==> config.mk <==
export PLATFORM = sky130hd
export DESIGN_NAME = sacl_update
export DESIGN_NICKNAME = d
export VERILOG_FILES = /design/src/design/sacl_pkg.sv /design/src/design/sacl_update.sv
export SDC_FILE = /design/constraint.sdc
export NUM_CORES = 1
export LEC_CHECK = 0
export BUFFER_PORTS_ARGS = -buffer_cell sky130_fd_sc_hd__buf_2
export CELL_PAD_IN_SITES_DETAIL_PLACEMENT = 0
export CELL_PAD_IN_SITES_GLOBAL_PLACEMENT = 2
export CORE_AREA = 2 2 453 455
export DETAILED_ROUTE_END_ITERATION = 10
export DIE_AREA = 0 0 455 457
export PLACE_DENSITY_LB_ADDON = 0.1
export SLEW_MARGIN = 10
export SYNTH_ARGS = -nofsm -noshare
export SYNTH_HDL_FRONTEND = slang
export SYNTH_SLANG_ARGS = --single-unit
==> constraint.sdc <==
create_clock -name vclk -period 29.6
set_clock_uncertainty 0.1 [all_clocks]
set_input_delay 1.48 -clock vclk [all_inputs]
set_output_delay 1.48 -clock vclk [all_outputs]
set_load 0.005 [all_outputs]
==> src/design/sacl_pkg.sv <==
// Shared types and constants for the set-associative LRU cache tag model.
// No dependencies.
`default_nettype none
package sacl_pkg;

    localparam int ADDR_W = 64;
    localparam int AGE_W  = 3;
    localparam logic [AGE_W-1:0] AGE_MAX = 3'd7;

    // access kinds carried on the input tuser
    localparam logic [1:0] OP_IFETCH = 2'd0;
    localparam logic [1:0] OP_LOAD   = 2'd1;
    localparam logic [1:0] OP_STORE  = 2'd2;
    localparam logic [1:0] OP_MODIFY = 2'd3;

    // configuration register indexes
    localparam logic [1:0] CFG_SET_BITS   = 2'd0;
    localparam logic [1:0] CFG_BLOCK_BITS = 2'd1;
    localparam logic [1:0] CFG_WAYS       = 2'd2;

    localparam logic [3:0] RST_SET_BITS   = 4'd4;
    localparam logic [5:0] RST_BLOCK_BITS = 6'd4;
    localparam logic [3:0] RST_WAYS       = 4'd1;

    typedef struct packed {
        logic hit;
        logic evict;
    } t_acc_res;

endpackage
`default_nettype wire

==> src/design/sacl_update.sv <==
// Tag compare, victim choice and LRU age update for one set row.
// Depends on sacl_pkg.
`default_nettype none
module sacl_update
    import sacl_pkg::*;
#(
    parameter int MAX_WAYS = 8,
    parameter int NW_W     = 5
) (
    input  wire logic [MAX_WAYS-1:0]             i_valid,
    input  wire logic [MAX_WAYS-1:0][AGE_W-1:0]  i_age,
    input  wire logic [MAX_WAYS-1:0][ADDR_W-1:0] i_tag,
    input  wire logic [ADDR_W-1:0]               i_req_tag,
    input  wire logic [NW_W-1:0]                 i_nways,
    output logic      [MAX_WAYS-1:0]             o_valid,
    output logic      [MAX_WAYS-1:0][AGE_W-1:0]  o_age,
    output logic      [MAX_WAYS-1:0][ADDR_W-1:0] o_tag,
    output t_acc_res                             o_res
);
    localparam int WAY_W = (MAX_WAYS > 1) ? $clog2(MAX_WAYS) : 1;

    logic [MAX_WAYS-1:0] w_use;
    logic                w_hit, w_inv;
    logic [WAY_W-1:0]    w_hit_w, w_inv_w, w_vic_w, w_pick;
    logic [AGE_W-1:0]    w_best;
    logic [AGE_W:0]      w_old;

    always_comb begin
        w_hit   = 1'b0;
        w_inv   = 1'b0;
        w_hit_w = '0;
        w_inv_w = '0;
        for (int w = MAX_WAYS - 1; w >= 0; w--) begin
            w_use[w] = NW_W'(w) < i_nways;
            if (w_use[w] && i_valid[w] && i_tag[w] == i_req_tag) begin
                w_hit   = 1'b1;
                w_hit_w = WAY_W'(w);
            end
            if (w_use[w] && !i_valid[w]) begin
                w_inv   = 1'b1;
                w_inv_w = WAY_W'(w);
            end
        end
        // oldest way, lowest index wins ties
        w_best  = i_age[0];
        w_vic_w = '0;
        for (int w = 1; w < MAX_WAYS; w++) begin
            if (w_use[w] && i_age[w] > w_best) begin
                w_best  = i_age[w];
                w_vic_w = WAY_W'(w);
            end
        end
        w_pick = w_hit ? w_hit_w : (w_inv ? w_inv_w : w_vic_w);
        w_old  = i_valid[w_pick] ? {1'b0, i_age[w_pick]} : {1'b1, {AGE_W{1'b0}}};

        o_valid = i_valid;
        o_age   = i_age;
        o_tag   = i_tag;
        for (int v = 0; v < MAX_WAYS; v++) begin
            if (WAY_W'(v) == w_pick) begin
                o_age[v]   = '0;
                o_valid[v] = 1'b1;
                o_tag[v]   = i_req_tag;
            end else if (w_use[v] && i_valid[v] && {1'b0, i_age[v]} < w_old
                         && i_age[v] < AGE_MAX) begin
                o_age[v] = i_age[v] + 1'b1;
            end
        end
        o_res.hit   = w_hit;
        o_res.evict = !w_hit && !w_inv;
    end
endmodule
`default_nettype wire

==> results_dict.tcl, run 1 <==
set metrics [dict create \
    grt_usage 0.220 \
    critPathMaxFanout 23 \
    syn_nets 2719 \
    crit_path_start_kind "input pin" \
    row_count 166 \
    coreArea_mm2 0.203 \
    worstPathRequired_ns 28.02 \
    fin_setup_tns_ns 0 \
    drive_gt1_frac 0.582 \
    fin_crit_sh 0.614 \
    fillerInstances 23789 \
    final_nets 3748 \
    viasPerCell 3.84 \
    report.final.slew_viol_count 0 \
    drv_cap 0 \
    yosys_warnings 0 \
    dpl.hpwl_mm 206 \
    die_w_um 455 \
    synth_top_family_by_area "multiplexers" \
    die-area_mm2 0.208 \
    grt_pass1_wl_mm 291 \
    grt_max_degree 56 \
    startpoint "i_age[2]" \
    cp_top_family "compound AO/OA/AOI/OAI gates" \
    seq_area_frac_synth 0 \
    ant_nets 0 \
    vias 22332 \
    synth_compound_area_frac 0.0782 \
    yosysUniqueCellTypes 94 \
    clock_buffers 0 \
    cts_resized 0 \
    gp_congestion 0.822 \
    crit_top_cell "ha_1" \
    slowest_stage "mux2_2" \
    drt_iter0_markers 1452 \
    syn_area_mm2 0.0168 \
    cts_setup_buffers 0 \
    status "finished, final reports clean" \
    grt_pass1_vias 22629 \
    cts_hold_buf 0 \
    grt_overflow 0 \
    portBuffers 1159 \
    synthMuxAreaShare 0.364 \
    drcViolationCount 0 \
    max_freq_ghz 0.0550 \
    avgSynthCellArea_um2 8.10 \
    relSlewSlack 0.116 \
    hold_viol 0 \
    routedWlPerCell_um 41.2 \
    ioPinCount 1159 \
    drt_wl_total_mm 240 \
    yosysTopAreaCell "mux2_2" \
    crit_buf_inv 5 \
    seq_cells 0 \
    synth-simple-area-share 0.199 \
    min_period_ns 18.17 \
    worstHoldPathType "input pin to output port" \
    syn_to_final_growth_pct 53.5 \
    cp.arrival_ns 16.59 \
    yosys.area_share.adder 0.0288 \
    hp-start "i_tag[463]" \
    syn_inst 2069 \
    first_pass_iters 5 \
    synthTopCellsByArea "mux2_2 35%, xor2_1 18%, xnor2_1 8.9%, nor4_1 5.7%, nand4_1 3.2%" \
    initial_core_util 0.0824 \
    setup_viol 0 \
    synth_xor_xnor_area_share 0.269 \
    regArea_um2 0 \
    grt_setup_unrepaired "false" \
    cpPeakStageDelay_ns 0.72 \
    die_h_um 457 \
    worstSetupPathType "input pin to output port" \
    synth_top_area_share 0.345 \
    end_kind "output port" \
    antenna_found_initial 125 \
    worstMarginPinSlew_ns 1.32 \
]
metal layers:
layer | global-route usage | vias up | routed length (um)
met1 | 0.300 | 11283 | 111000
li1 | - | 9725 | -
met5 | 0 | - | 189
met2 | 0.378 | 1082 | 113000
met3 | 0.0327 | 212 | 12300
met4 | 0.0106 | 30 | 2830
Yosys cell counts, drive strengths merged (9+ instances only):
master    n
nor4    154
nand2b   17
o21ai    33
ha       37
nor2b     9
nor2     58
xnor2   171
nand4b   12
inv      32
nand3    20
or4      12
nand4    87
and2     13
buf      74
nand2    87
a211oi   18
clkbuf  130
xor2    344
or2      13
nor4b    12
and4     10
nor3     22
a21o     12
a21oi    32
a31oi    12
mux2    523
mux2i    15
placed cells by master, fill, tap and decap left out, types with 19 or more instances in the layout:
cell type and count:
o21ai_0 27, buf_4 72, xor2_1 344, nand2_1 84
nand4_1 87, nor2_1 57, nor4_1 150, xnor2_1 171
ha_1 37, nand3_1 20, nor3_1 19, buf_2 1159
diode_2 36, inv_1 31, mux2_2 514, a21oi_1 31
final cells by class:
cell class	instances	area [um^2]	area share
inverter	32	120	0.00467
antenna	36	90.1	0.00350
multi-input combinational	1833	15800	0.614
tap	2688	3360	0.131
timing repair buffer	1231	6340	0.247
worst paths after layout:
path | endpoint | slack (ns) | cells after the start
setup / recovery | o_age[6] | 11.43 | 61
hold / removal | o_tag[463] | 3.19 | 3
metrics by stage:
step | hold slack [ns] | instance area (um^2) | instances | worst slack [ns] | utilization
after floorplan | 2.95 | 16800 | 2069 | 14.52 | -
after global placement | 3.19 | 25600 | 5784 | 11.61 | 0.126
after detailed placement | 3.19 | 25600 | 5784 | 11.38 | 0.126
after CTS | 3.19 | 25600 | 5784 | 11.34 | 0.126
after global routing | 3.21 | 25600 | 5792 | 10.33 | 0.126
final | 3.19 | 25700 | 5820 | 11.43 | 0.126
cells by family after synthesis:
kind of cell,count (synthesis)
xor+xnor,515
simple gates,562
fa+ha+maj,39
buf+inv,236
compound gates,178
mux,539
==> run 2, diff against run 1 <==
--- a/config.mk
+++ b/config.mk
@@ -8,9 +8,9 @@
 export BUFFER_PORTS_ARGS = -buffer_cell sky130_fd_sc_hd__buf_2
 export CELL_PAD_IN_SITES_DETAIL_PLACEMENT = 0
 export CELL_PAD_IN_SITES_GLOBAL_PLACEMENT = 2
-export CORE_AREA = 2 2 453 455
+export CORE_AREA = 2 2 446 448
 export DETAILED_ROUTE_END_ITERATION = 10
-export DIE_AREA = 0 0 455 457
+export DIE_AREA = 0 0 448 450
 export PLACE_DENSITY_LB_ADDON = 0.1
 export SLEW_MARGIN = 10
 export SYNTH_ARGS = -nofsm -noshare
==> constraint.sdc (replaced) <==
create_clock -name vclk -period 18.8
set_clock_uncertainty 0.1 [all_clocks]
set_input_delay 0.94 -clock vclk [all_inputs]
set_output_delay 0.94 -clock vclk [all_outputs]
set_load 0.005 [all_outputs]
==> results_dict.tcl, run 2 (synthesis gave the netlist of run 1 again) <==
set metrics [dict create \
    worstHoldPathCells 3 \
    worst_hold_slack_ns 2.11 \
    final_common_cell "buf_2" \
    grt_max_degree 65 \
    grt_pass1_wl_mm 284 \
    min_to "o_tag[361]" \
    grt_usage 0.221 \
    seq_cells 0 \
    crit_top_cell "ha_1" \
    min_period_ns 16.80 \
    layout_setup_ws_ns 2.00 \
    vias 22309 \
    row_count 163 \
    slowest_stage "mux2_2" \
    fin_crit_sh 0.894 \
    final_nets 3746 \
    cts_resized 0 \
    gp_congestion 0.855 \
    drt_iter0_markers 1339 \
    max_freq_ghz 0.0595 \
    drive_gt1_frac 0.582 \
    cts_setup_buffers 0 \
    crit_path_start_kind "input pin" \
    coreArea_mm2 0.197 \
    critPathMaxFanout 23 \
    die_w_um 448 \
    cts_hold_buf 0 \
    grt_pass1_vias 23149 \
    grt_setup_unrepaired "false" \
    drv_cap 0 \
    grt_overflow 0 \
    portBuffers 1159 \
    die-area_mm2 0.202 \
    hp-start "i_req_tag[41]" \
    antenna_found_initial 140 \
    worstMarginPinSlew_ns 1.33 \
    worstPathRequired_ns 17.76 \
    final_cell_mix "1159 x buf_2, 514 x mux2_2, 344 x xor2_1, 170 x xnor2_1, 151 x nor4_1" \
    drcViolationCount 0 \
    die_h_um 450 \
    worstHoldPathType "input pin to output port" \
    initial_core_util 0.0852 \
    status "finished, final reports clean" \
    cp.arrival_ns 15.76 \
    hold_viol 0 \
    fin_setup_tns_ns 0 \
    fin_util 0.131 \
    setup_viol 0 \
    fillerInstances 23186 \
    regArea_um2 0 \
    ant_nets 0 \
    relSlewSlack 0.105 \
    report.final.slew_viol_count 0 \
    drt_wl_total_mm 233 \
    ioPinCount 1159 \
    first_pass_iters 5 \
    worstSetupPathType "input pin to output port" \
    end_kind "output port" \
    viasPerCell 3.86 \
    routedWlPerCell_um 40.4 \
    syn_to_final_growth_pct 53.2 \
    place_ws_ns 1.72 \
    cpPeakStageDelay_ns 0.68 \
    dpl.hpwl_mm 201 \
    clock_buffers 0 \
]
## run 2: layer usage
layer,vias to the layer above,track usage,part of all wire
met5,-,0,0.0012
met1,11261,0.281,0.43
met4,46,0.0229,0.014
met2,1032,0.397,0.50
li1,9726,-,-
met3,244,0.0373,0.052
## run 2: stage by stage
stage | cells | cell area, um^2
6_report | 5775 | 25700
5_1_grt | 5748 | 25600
3_3_place_gp | 5734 | 25500
3_5_place_dp | 5734 | 25500
4_1_cts | 5734 | 25500
2_1_floorplan | 2069 | 16800
## run 2: final cells by class
class | instances | area (um^2) | share of cell area
Antenna cell | 41 | 103 | 0.00400
Multi-Input combinational cell | 1833 | 15800 | 0.616
Tap cell | 2640 | 3300 | 0.129
Inverter | 32 | 120 | 0.00468
Timing Repair Buffer | 1229 | 6340 | 0.247
## run 2: worst max-delay path, delay by kind of cell
kind	cells	cell delay (ns)
compound gates	21	4.99
buf+inv	5	0.70
mux	4	1.64
simple gates	22	4.60
fa+ha+maj	9	2.83
## run 2: worst max path at each step
stage,from,endpoint,slack (ns)
3_3_place_gp,i_age[2],o_age[6],1.83
5_1_grt,i_age[2],o_age[6],0.68
3_5_place_dp,i_age[2],o_age[6],1.72
4_1_cts,i_age[2],o_age[6],1.68
2_1_floorplan,i_nways[3],o_age[3],4.80
6_report,i_age[2],o_age[6],2.00
==> run 3, diff against run 2 <==
--- a/config.mk
+++ b/config.mk
@@ -5,14 +5,15 @@
 export SDC_FILE = /design/constraint.sdc
 export NUM_CORES = 1
 export LEC_CHECK = 0
+export ABC_AREA = 1
 export BUFFER_PORTS_ARGS = -buffer_cell sky130_fd_sc_hd__buf_2
 export CELL_PAD_IN_SITES_DETAIL_PLACEMENT = 0
 export CELL_PAD_IN_SITES_GLOBAL_PLACEMENT = 2
-export CORE_AREA = 2 2 446 448
+export CORE_AREA = 2 2 448 450
 export DETAILED_ROUTE_END_ITERATION = 10
-export DIE_AREA = 0 0 448 450
+export DIE_AREA = 0 0 450 452
 export PLACE_DENSITY_LB_ADDON = 0.1
-export SLEW_MARGIN = 10
+export SLEW_MARGIN = 20
 export SYNTH_ARGS = -nofsm -noshare
 export SYNTH_HDL_FRONTEND = slang
 export SYNTH_SLANG_ARGS = --single-unit
==> results_dict.tcl, run 3 <==
set metrics [dict create \
    drive_gt1_frac 0.358 \
    vias 23924 \
    max_freq_ghz 0.0749 \
    relSlewSlack 0.191 \
    yosysTopAreaCell "nand2_1" \
    clock_buffers 0 \
    slowest_stage "nor2_4" \
    worstPathRequired_ns 17.76 \
    grt_max_degree 88 \
    initial_core_util 0.0696 \
    row_count 164 \
    cpPeakStageDelay_ns 0.46 \
    regArea_um2 0 \
    grt_overflow 0 \
    cts_setup_buffers 0 \
    portBuffers 1159 \
    yosys_warnings 0 \
    fin_crit_sh 0.710 \
    final_cell_mix "1159 x buf_2, 768 x nand2_1, 571 x o21ai_0, 215 x xor2_1, 179 x xnor2_1" \
    drv_cap 0 \
    routedWlPerCell_um 41.1 \
    final_common_cell "buf_2" \
    grt_setup_unrepaired "false" \
    syn_inst 2587 \
    antenna_found_initial 142 \
    cp_top_family "simple AND/OR/NAND/NOR gates" \
    worstHoldPathType "input pin to output port" \
    grt_pass1_wl_mm 311 \
    drt_wl_total_mm 258 \
    critPathMaxFanout 18 \
    crit_top_cell "nand2_1" \
    avgSynthCellArea_um2 5.34 \
    first_pass_iters 6 \
    coreArea_mm2 0.199 \
    ant_nets 0 \
    ioPinCount 1159 \
    end_kind "output port" \
    syn_area_mm2 0.0138 \
    syn_to_final_growth_pct 64.6 \
    fin_setup_tns_ns 0 \
    crit_buf_inv 8 \
    die-area_mm2 0.203 \
    drcViolationCount 0 \
    seq_cells 0 \
    synthTopCellsByArea "nand2_1 21%, o21ai_0 21%, xor2_1 14%, xnor2_1 12%, clkbuf_1 4.2%" \
    die_w_um 450 \
    yosysMostFrequentCell "nand2_1" \
    syn_nets 3237 \
    min_period_ns 13.36 \
    report.final.slew_viol_count 0 \
    die_h_um 452 \
    cts_hold_buf 0 \
    gp_congestion 0.845 \
    dpl.hpwl_mm 230 \
    setup_viol 0 \
    cp.arrival_ns 12.32 \
    ys_top_cells_by_count "776 x nand2_1, 571 x o21ai_0, 216 x xor2_1" \
    cts_resized 0 \
    grt_pass1_vias 23888 \
    status "finished, final reports clean" \
    seq_area_frac_synth 0 \
    drt_iter0_markers 1763 \
    yosysUniqueCellTypes 45 \
    final_nets 4243 \
    crit_path_start_kind "input pin" \
    synth_top_area_share 0.211 \
    worstSetupPathType "input pin to output port" \
    grt_usage 0.241 \
    worstMarginPinSlew_ns 1.20 \
    viasPerCell 3.81 \
    hold_viol 0 \
]
## run 3: cell types whose count changed after synthesis, moves of 16 or more
cell / before / now
mux2_2: 514 / 0
nand4_1: 87 / 63
inv_1: 31 / 134
nand3_1: 20 / 66
clkbuf_1: 130 / 155
a21oi_1: 31 / 14
o22ai_1: 2 / 36
o21ai_0: 27 / 571
nor4_1: 152 / 71
nor2_1: 58 / 90
nand2_1: 86 / 776
xor2_1: 344 / 216
nand2b_1: 16 / 0
## run 3: kinds of logic (layout without fill, tap and decap cells)
family	after synthesis	in the layout	synth area share
buffers and inverters	355	1359	0.101
adders and majority gates	37	37	0.0335
other	0	39	0
xor gates and xnor gates	399	399	0.253
AOI/OAI and AO/OA	674	674	0.259
and+or+nand+nor	1122	1122	0.353
## run 3: final cells by class
cell class                      count  area [um^2]
Multi-Input combinational cell   2232        12600
Inverter                          149          559
Tap cell                         2656         3320
Timing Repair Buffer             1210         6200
Fill cell                       24037       176000
Antenna cell                       39         97.6
## run 3: through the flow
stage / cells / hold WS, ns / cell area [um^2] / setup WS [ns] / util
3_5_place_dp: 6247 / 2.09 / 22600 / 5.27 / 0.114
2_1_floorplan: 2587 / 1.87 / 13800 / 7.98 / -
4_1_cts: 6247 / 2.09 / 22600 / 5.24 / 0.114
6_report: 6286 / 2.10 / 22700 / 5.44 / 0.115
5_1_grt: 6258 / 2.13 / 22700 / 4.35 / 0.114
3_3_place_gp: 6247 / 2.09 / 22600 / 5.22 / 0.114
## run 3: worst min-delay path, stage by stage
cell	delay (ns)
buf_2	0.10
nand2_1	0.05
o21ai_0	0.06
buf_2	0.12
## run 3: final timing paths
kind                      to  cells past startpoint  slack (ns)        from
setup / recovery   o_age[11]                     71        5.44    i_age[2]
hold / removal    o_tag[172]                      4        2.10  i_tag[172]
## run 3: per-layer routing
layer,up-vias,track usage,routed length [um],part of all wire
met5,-,0,348,0.0013
met3,242,0.0315,10000,0.039
met1,11949,0.272,100000,0.39
li1,10691,-,-,-
met4,60,0.0371,5270,0.020
met2,982,0.481,142000,0.55
